File: src/hw/rtl/assert_macros.svh
// Assertion macros shared by the decoder RTL.
`ifndef ASSERT_MACROS_SVH
`define ASSERT_MACROS_SVH

`ifndef NO_ASSERTIONS

// Condition must hold at every clock edge outside reset.
`define ASSERT_ALWAYS(label, clk, rst, cond) \
   label: assert property (@(posedge clk) disable iff (rst) (cond)) \
      else $error("assertion failed");

// When pre holds, post must hold in the next cycle.
`define ASSERT_NEXT(label, clk, rst, pre, post) \
   label: assert property (@(posedge clk) disable iff (rst) (pre) |=> (post)) \
      else $error("assertion failed");

`else

`define ASSERT_ALWAYS(label, clk, rst, cond)
`define ASSERT_NEXT(label, clk, rst, pre, post)

`endif

`endif

File: src/hw/rtl/utf8d_pkg.sv
// Types and constants for the UTF-8 validating decoder.
package utf8d_pkg;

   // Result status codes
   typedef enum logic [2:0] {
      STATUS_OK            = 3'd0,
      STATUS_OVERLONG_LEAD = 3'd1,
      STATUS_LEAD_RANGE    = 3'd2,
      STATUS_STRAY_CONT    = 3'd3,
      STATUS_BAD_CONT      = 3'd4,
      STATUS_OVERLONG_2ND  = 3'd5,
      STATUS_SURROGATE     = 3'd6,
      STATUS_TRUNCATED     = 3'd7
   } status_type;

   // Byte boundaries of the well-formed table
   localparam logic [7:0] ASCII_MAX     = 8'h7F;
   localparam logic [7:0] CONT_MIN      = 8'h80;
   localparam logic [7:0] CONT_MAX      = 8'hBF;
   localparam logic [7:0] LEAD2_MIN     = 8'hC2;
   localparam logic [7:0] LEAD2_MAX     = 8'hDF;
   localparam logic [7:0] LEAD_E0       = 8'hE0;
   localparam logic [7:0] LEAD_ED       = 8'hED;
   localparam logic [7:0] LEAD3_MAX     = 8'hEF;
   localparam logic [7:0] LEAD_F0       = 8'hF0;
   localparam logic [7:0] LEAD_F4       = 8'hF4;
   localparam logic [7:0] CONT_A0       = 8'hA0;
   localparam logic [7:0] CONT_9F       = 8'h9F;
   localparam logic [7:0] CONT_90       = 8'h90;
   localparam logic [7:0] CONT_8F       = 8'h8F;

   // Open-sequence state
   typedef struct packed {
      logic [7:0]  lead_value;
      logic [1:0]  bytes_remaining;
      logic [14:0] partial_value;
      logic [1:0]  bytes_taken;
   } state_type;

   // One result word
   typedef struct packed {
      logic [20:0] code_point;
      status_type  status;
      logic [2:0]  sequence_length;
      logic [7:0]  offending_byte;
   } result_type;

endpackage

File: src/hw/rtl/utf8d_channels.sv
// Valid/ready channel interfaces for decoder input bytes and result words.
interface utf8d_req_if import utf8d_pkg::*; ();
   logic       valid;
   logic       ready;
   logic [7:0] data_byte;
   logic       end_of_text;

   modport source (output valid, output data_byte, output end_of_text, input ready);
   modport sink   (input valid, input data_byte, input end_of_text, output ready);
endinterface

interface utf8d_rsp_if import utf8d_pkg::*; ();
   logic        valid;
   logic        ready;
   logic [20:0] code_point;
   logic [2:0]  status;
   logic [2:0]  sequence_length;
   logic [7:0]  offending_byte;

   modport source (output valid, output code_point, output status,
                   output sequence_length, output offending_byte, input ready);
   modport sink   (input valid, input code_point, input status,
                   input sequence_length, input offending_byte, output ready);
endinterface

File: src/hw/rtl/utf8d_step.sv
// Per-byte decode: checks one byte against the open sequence and forms the next state.
module utf8d_step import utf8d_pkg::*; (
   input  state_type  state,
   input  logic [7:0] data_byte,
   input  logic       end_of_text,
   output state_type  state_next,
   output logic       emit,
   output result_type result
);

   logic [2:0]  len;
   logic [7:0]  lo;
   logic [7:0]  hi;
   logic [20:0] acc;

   assign len = {1'b0, state.bytes_taken} + 3'd1;
   assign acc = {state.partial_value, data_byte[5:0]};

   // Allowed continuation window; narrowed on the second byte for special leads
   always_comb begin
      lo = CONT_MIN;
      hi = CONT_MAX;
      if (state.bytes_taken == 2'd1) begin
         case (state.lead_value)
            LEAD_E0: lo = CONT_A0;
            LEAD_ED: hi = CONT_9F;
            LEAD_F0: lo = CONT_90;
            LEAD_F4: hi = CONT_8F;
            default: ;
         endcase
      end
   end

   // Decode and state update
   always_comb begin
      state_next = state;
      emit       = 1'b0;
      result     = '{code_point: '0, status: STATUS_OK, sequence_length: 3'd1,
                     offending_byte: data_byte};

      if (state.bytes_remaining == 2'd0) begin
         // idle: expect a lead byte
         if (data_byte <= ASCII_MAX) begin
            emit = 1'b1;
            result.code_point = {13'd0, data_byte};
         end else if (data_byte <= CONT_MAX) begin
            emit = 1'b1;
            result.status = STATUS_STRAY_CONT;
         end else if (data_byte < LEAD2_MIN) begin
            emit = 1'b1;
            result.status = STATUS_OVERLONG_LEAD;
         end else if (data_byte > LEAD_F4) begin
            emit = 1'b1;
            result.status = STATUS_LEAD_RANGE;
         end else begin
            state_next.lead_value  = data_byte;
            state_next.bytes_taken = 2'd1;
            if (data_byte <= LEAD2_MAX) begin
               state_next.bytes_remaining = 2'd1;
               state_next.partial_value   = {10'd0, data_byte[4:0]};
            end else if (data_byte <= LEAD3_MAX) begin
               state_next.bytes_remaining = 2'd2;
               state_next.partial_value   = {11'd0, data_byte[3:0]};
            end else begin
               state_next.bytes_remaining = 2'd3;
               state_next.partial_value   = {12'd0, data_byte[2:0]};
            end
            if (end_of_text) begin
               emit = 1'b1;
               result.status = STATUS_TRUNCATED;
            end
         end
      end else begin
         // continuation position
         result.sequence_length = len;
         if (state.bytes_taken == 2'd1 && state.lead_value == LEAD_E0 &&
             data_byte >= CONT_MIN && data_byte < CONT_A0) begin
            emit = 1'b1;
            result.status = STATUS_OVERLONG_2ND;
         end else if (state.bytes_taken == 2'd1 && state.lead_value == LEAD_ED &&
                      data_byte > CONT_9F && data_byte <= CONT_MAX) begin
            emit = 1'b1;
            result.status = STATUS_SURROGATE;
         end else if (state.bytes_taken == 2'd1 && state.lead_value == LEAD_F0 &&
                      data_byte >= CONT_MIN && data_byte < CONT_90) begin
            emit = 1'b1;
            result.status = STATUS_OVERLONG_2ND;
         end else if (data_byte < lo || data_byte > hi) begin
            emit = 1'b1;
            result.status = STATUS_BAD_CONT;
         end else if (state.bytes_remaining == 2'd1) begin
            emit = 1'b1;
            result.code_point = acc;
         end else begin
            state_next.partial_value   = acc[14:0];
            state_next.bytes_remaining = state.bytes_remaining - 2'd1;
            state_next.bytes_taken     = len[1:0];
            if (end_of_text) begin
               emit = 1'b1;
               result.status = STATUS_TRUNCATED;
            end
         end
      end

      // any result closes the sequence
      if (emit) begin
         state_next = '0;
      end
   end

endmodule

File: src/hw/rtl/utf8_validating_decoder_top.sv
// Top level of the UTF-8 validating decoder: input register, byte decode, result register.
// One byte word is taken per cycle while the result side keeps taking words, and at most
// one result word leaves per byte. A byte lands in the input register, is decoded against
// the open sequence from there, and its result (if any) then goes to the result register.
// A stalled result side keeps the byte in the input register until the result moves on.
// A complete sequence, a faulty byte, or a byte marked end-of-text that leaves continuation
// bytes owed yields a result; code_point is zero unless status is ok.
// After any result the decoder is idle and expects a lead byte.
`include "assert_macros.svh"

module utf8_validating_decoder_top import utf8d_pkg::*; (
   input  logic        clock,
   input  logic        reset,
   utf8d_req_if.sink   req_bus,
   utf8d_rsp_if.source rsp_bus
);

   logic       in_valid_ff, in_valid_in;
   logic [7:0] in_byte_ff;
   logic       in_last_ff;
   state_type  state_ff, state_in;
   logic       out_valid_ff, out_valid_in;
   result_type out_ff;

   logic       advance;
   logic       process;
   logic       req_fire;
   logic       emit;
   result_type result;

   // Handshake control
   assign advance   = !out_valid_ff || rsp_bus.ready;
   assign process   = in_valid_ff && advance;
   assign req_bus.ready = !in_valid_ff || advance;
   assign req_fire  = req_bus.valid && req_bus.ready;

   utf8d_step u_step (
      .state       (state_ff),
      .data_byte   (in_byte_ff),
      .end_of_text (in_last_ff),
      .state_next  (state_in),
      .emit        (emit),
      .result      (result)
   );

   always_comb begin
      in_valid_in = in_valid_ff;
      if (req_fire) begin
         in_valid_in = 1'b1;
      end else if (process) begin
         in_valid_in = 1'b0;
      end
   end

   always_comb begin
      out_valid_in = out_valid_ff;
      if (advance) begin
         out_valid_in = process && emit;
      end
   end

   // Control registers
   always_ff @(posedge clock) begin
      if (reset) begin
         in_valid_ff  <= 1'b0;
         out_valid_ff <= 1'b0;
         state_ff     <= '0;
      end else begin
         in_valid_ff  <= in_valid_in;
         out_valid_ff <= out_valid_in;
         if (process) begin
            state_ff <= state_in;
         end
      end
   end

   // Payload registers
   always_ff @(posedge clock) begin
      if (req_fire) begin
         in_byte_ff <= req_bus.data_byte;
         in_last_ff <= req_bus.end_of_text;
      end
      if (process && emit) begin
         out_ff <= result;
      end
   end

   assign rsp_bus.valid           = out_valid_ff;
   assign rsp_bus.code_point      = out_ff.code_point;
   assign rsp_bus.status          = out_ff.status;
   assign rsp_bus.sequence_length = out_ff.sequence_length;
   assign rsp_bus.offending_byte  = out_ff.offending_byte;

   // Error results never carry a code point
   `ASSERT_ALWAYS(a_err_zero_cp, clock, reset,
      !out_valid_ff || out_ff.status == STATUS_OK || out_ff.code_point == 21'd0)
   // Length stays within one to four bytes
   `ASSERT_ALWAYS(a_len_range, clock, reset,
      !out_valid_ff || (out_ff.sequence_length != 3'd0 && out_ff.sequence_length <= 3'd4))
   // An open sequence has taken at least its lead
   `ASSERT_ALWAYS(a_open_taken, clock, reset,
      state_ff.bytes_remaining == 2'd0 || state_ff.bytes_taken != 2'd0)
   // Every result returns the decoder to idle
   `ASSERT_NEXT(a_emit_idle, clock, reset, process && emit,
      state_ff.bytes_remaining == 2'd0 && out_valid_ff)

endmodule
File: src/flat_wrapper.sv
// flat-port wrapper written by rule: the top's interface ports become plain ports
module utf8_validating_decoder_top_flat import utf8d_pkg::*;
  (clock, reset, req_bus_valid, req_bus_data_byte, req_bus_end_of_text, req_bus_ready, rsp_bus_valid, rsp_bus_code_point, rsp_bus_status, rsp_bus_sequence_length, rsp_bus_offending_byte, rsp_bus_ready);
  utf8d_req_if req_bus_i ();
  utf8d_rsp_if rsp_bus_i ();
  input  logic clock;
  input  logic reset;
  input wire logic [$bits(req_bus_i.valid)-1:0] req_bus_valid;
  input wire logic [$bits(req_bus_i.data_byte)-1:0] req_bus_data_byte;
  input wire logic [$bits(req_bus_i.end_of_text)-1:0] req_bus_end_of_text;
  output wire logic [$bits(req_bus_i.ready)-1:0] req_bus_ready;
  output wire logic [$bits(rsp_bus_i.valid)-1:0] rsp_bus_valid;
  output wire logic [$bits(rsp_bus_i.code_point)-1:0] rsp_bus_code_point;
  output wire logic [$bits(rsp_bus_i.status)-1:0] rsp_bus_status;
  output wire logic [$bits(rsp_bus_i.sequence_length)-1:0] rsp_bus_sequence_length;
  output wire logic [$bits(rsp_bus_i.offending_byte)-1:0] rsp_bus_offending_byte;
  input wire logic [$bits(rsp_bus_i.ready)-1:0] rsp_bus_ready;
  assign req_bus_i.valid = req_bus_valid;
  assign req_bus_i.data_byte = req_bus_data_byte;
  assign req_bus_i.end_of_text = req_bus_end_of_text;
  assign req_bus_ready = req_bus_i.ready;
  assign rsp_bus_valid = rsp_bus_i.valid;
  assign rsp_bus_code_point = rsp_bus_i.code_point;
  assign rsp_bus_status = rsp_bus_i.status;
  assign rsp_bus_sequence_length = rsp_bus_i.sequence_length;
  assign rsp_bus_offending_byte = rsp_bus_i.offending_byte;
  assign rsp_bus_i.ready = rsp_bus_ready;
  utf8_validating_decoder_top u_core (.clock(clock), .reset(reset), .req_bus(req_bus_i), .rsp_bus(rsp_bus_i));
endmodule
File: config.mk
export PLATFORM = sky130hd
export DESIGN_NAME = utf8_validating_decoder_top_flat
export DESIGN_NICKNAME = d
export VERILOG_FILES = /design/src/hw/rtl/utf8d_pkg.sv /design/src/hw/rtl/utf8d_channels.sv /design/src/hw/rtl/utf8d_step.sv /design/src/hw/rtl/utf8_validating_decoder_top.sv /design/src/flat_wrapper.sv
export VERILOG_INCLUDE_DIRS = /design/src /design/src/hw/rtl
export SDC_FILE = /design/constraint.sdc
export NUM_CORES = 1
export LEC_CHECK = 0
export BUFFER_PORTS_ARGS = -buffer_cell sky130_fd_sc_hd__buf_2
export CAP_MARGIN = 5
export CORE_MARGIN = 2
export CORE_UTILIZATION = 60
export DETAILED_ROUTE_END_ITERATION = 16
export GPL_ROUTABILITY_DRIVEN = 0
export PLACE_DENSITY = 0.89
export SETUP_SLACK_MARGIN = 0.2
export SLEW_MARGIN = 40
export SYNTH_ARGS = -nofsm -noshare
export SYNTH_HDL_FRONTEND = slang
export SYNTH_SLANG_ARGS = --single-unit
File: constraint.sdc
create_clock -name clock -period 5.7 [get_ports clock]
set_input_delay 0.285 -clock clock [delete_from_list [all_inputs] [get_ports clock]]
set_output_delay 0.285 -clock clock [all_outputs]
set_load 0.01 [all_outputs]
==> impl_metrics.env <==
export IMPL_path_depth=11
export IMPL_tns_ns=0
export IMPL_crit_family="simple AND/OR/NAND/NOR gates"
export IMPL_slew_limit_headroom=0.512
export IMPL_worst_pin_slew_ns=0.728
export IMPL_cp_arrival_ns=3.09
export IMPL_r2r_slack_ns=2.66
export IMPL_hpwlAfterDp_um=3790
export IMPL_syn_instance_count=237
export IMPL_fin_crit_sh=0.533
export IMPL_postCtsHoldBufs=0
export IMPL_fin_hold_ws_ns=0.118
export IMPL_r2r_cells=11
export IMPL_path_common_cell="ha_1"
export IMPL_cp_required_ns=5.75
export IMPL_post_cts_buffers=0
export IMPL_avgViaCountPerCell=5.78
export IMPL_tritoncts="built"
export IMPL_fp_row_count=25
export IMPL_numCtsBuffers=9
export IMPL_ys_async_sr_fraction=0
export IMPL_hold_viol_final=0
export IMPL_status="finished, final reports clean"
export IMPL_coreArea_um2=4820
export IMPL_power_density_nw_per_um2=301
export IMPL_wl_per_cell_um=15.6
export IMPL_clkTransAtPathRegs_ns=0.07
export IMPL_holdPathStages=1
export IMPL_slowest_stage="dfxtp_1"
export IMPL_power_leakage_uw=0.00135
export IMPL_numPortBuffers=49
export IMPL_first_iter_violations=193
export IMPL_die_w_um=75.3
export IMPL_r2r_start="u_core.state_ff[0]"
export IMPL_yosysUniqueCellTypes=49
export IMPL_grt_first_pass_wirelength_um=9130
export IMPL_cts_resized=0
export IMPL_synth_area_leaders="edfxtp_1 43%, dfxtp_1 19%, a22o_1 6.6%"
export IMPL_grt_use_total=0.225
export IMPL_final_common_cell="buf_2"
export IMPL_vias=2074
export IMPL_area_growth_syn_to_layout_pct=16.0
export IMPL_antenna_found_initial=0
export IMPL_syn_area_um2=3050
export IMPL_period_needed_ns=3.04
export IMPL_layout_drive_gt1_share=0.257
export IMPL_first_pass_iters=5
export IMPL_slew_violations=0
export IMPL_skew_ns=0.00904
export IMPL_cts_max_path_buffers=2
export IMPL_clk_latency_ns=0.34
export IMPL_postRouteWirelength_um=5580
export IMPL_path_buf_inv=1
export IMPL_route_detailed_drc=0
export IMPL_reg2reg_to="u_core.rsp_bus.code_point[9]"
export IMPL_initial_core_util=0.632
export IMPL_grt_start_max_net_pins=36
export IMPL_worstSetupEndpoint="u_core.rsp_bus.code_point[9]"
export IMPL_startpoint="u_core.state_ff[0]"
export IMPL_max_stage_delay_ns=0.40
export IMPL_first_global_vias=1955
export IMPL_htreeDepth=3
export IMPL_synth_area_leader_cell="edfxtp_1"
export IMPL_yosys_warnings=0
export IMPL_min_delay_path_class="primary input to flip-flop"
export IMPL_die_area_um2=5660
export IMPL_fmax_mhz=329
export IMPL_final_cell_mix="49 x buf_2, 44 x edfxtp_1, 29 x dfxtp_1"
export IMPL_grt_overflow=0
export IMPL_antenna_left=0
export IMPL_die_h_um=75.3
export IMPL_fin_nets=305
export IMPL_end_kind="flip-flop"
export IMPL_startpoint_type="flip-flop"
export IMPL_max_cap_violations=0
export IMPL_crit_chain="ha_1 > and4b_2 > nand3_1 > a21oi_1 > ha_1 > a21o_1 > o21ai_1 > o211ai_4 > nor3_1 > nor2_2 > buf_4"
export IMPL_synth_seq_cells=73
export IMPL_setup_viol=0
export IMPL_syn_avg_cell_area_um2=12.9
export IMPL_num_antenna_cells=0
export IMPL_cts_root_buf="clkbuf_8"
export IMPL_clkSinkCount=73
export IMPL_synth_ff_type="edfxtp_1"
export IMPL_syn_nets=255
export IMPL_cp_max_fo=35
export IMPL_synth_edff_count=44
export IMPL_synth_top_area_share=0.434
export IMPL_peakVddDrop_mv=0.272
export IMPL_seq_area_frac_synth=0.624
export IMPL_rsz0062_at_grt="false"
export IMPL_path_class="flip-flop to flip-flop"
export IMPL_pin_count=50
[layout make-up]
type                       count  area, µm²
sequential                    73       1900
inverter                       5       18.8
timing repair buffer          50        253
clock inverter                 4       68.8
clock buffer                  12        135
tap                           67       83.8
multi-input combinational    148       1070
fill                         347       1280
[routing by layer]
| layer | track usage | vias up | routed length (µm) |
|---|---|---|---|
| met5 | 0 | - | 0 |
| met4 | 0.123 | 0 | 41 |
| met3 | 0.0643 | 4 | 391 |
| met2 | 0.357 | 83 | 2770 |
| met1 | 0.281 | 984 | 2390 |
| li1 | - | 1003 | - |
[state kept, by name, summed over array words and instances (netlist names)]
register	flops
u_core.rsp_bus.status	3
u_core.rsp_bus.code_point	21
u_core.state_ff	27
u_core.rsp_bus.sequence_length	3
u_core.in_last_ff	1
u_core.rsp_bus.offending_byte	8
u_core.in_valid_ff	1
u_core.rsp_bus.valid	1
u_core.in_byte_ff	8
[worst min-delay path by stage]
stage	startpoint	end	slack (ns)
6_report	req_bus_end_of_text	u_core.in_last_ff	0.12
5_1_grt	req_bus_data_byte[4]	u_core.in_byte_ff[4]	0.10
4_1_cts	req_bus_end_of_text	u_core.in_last_ff	0.10
3_5_place_dp	u_core.state_ff[20]	u_core.state_ff[20]	0.45
3_3_place_gp	u_core.state_ff[25]	u_core.state_ff[25]	0.44
2_1_floorplan	reset	u_core.in_valid_ff	0.36
[cell usage after synthesis (all sizes together) (2+ instances only)]
master	count
edfxtp	44
dfxtp	29
a22o	23
and2	17
nor2	17
nand2	12
buf	8
nand3	7
nor3	7
o21a	7
o21ai	6
ha	5
inv	5
nand4	4
nor2b	4
a21o	3
a21oi	3
clkbuf	3
nand2b	3
o211ai	3
a32o	2
and3	2
and4	2
o221ai	2
[cell families (layout without fill, tap and decap cells)]
family,count (synthesis),in the layout,synth area share
simple gates,84,84,0.161
buf+inv,16,71,0.0275
compound gates,59,59,0.167
fa+ha+maj,5,5,0.0205
flops,73,73,0.624
[stage by stage]
stage                     cell area (µm²)  instances  power [µW]  utilization  setup WS, ns
final                                3530        359        1070        0.734          2.66
after global routing                 3530        359        1100        0.734          2.47
after CTS                            3530        359        1070        0.734          2.69
after detailed placement             3330        343         661        0.691          2.74
after global placement               3320        343         659        0.689          2.60
after floorplan                      3050        237         637            -          1.99
[power breakdown]
| part | internal, µW | switching (µW) | leakage, µW |
|---|---|---|---|
| combinational | 22.4 | 35.8 | 0.000597 |
| clock | 245 | 170 | 0.000102 |
| sequential | 578 | 14.2 | 0.000651 |
Power figures use the tool's default switching activity.
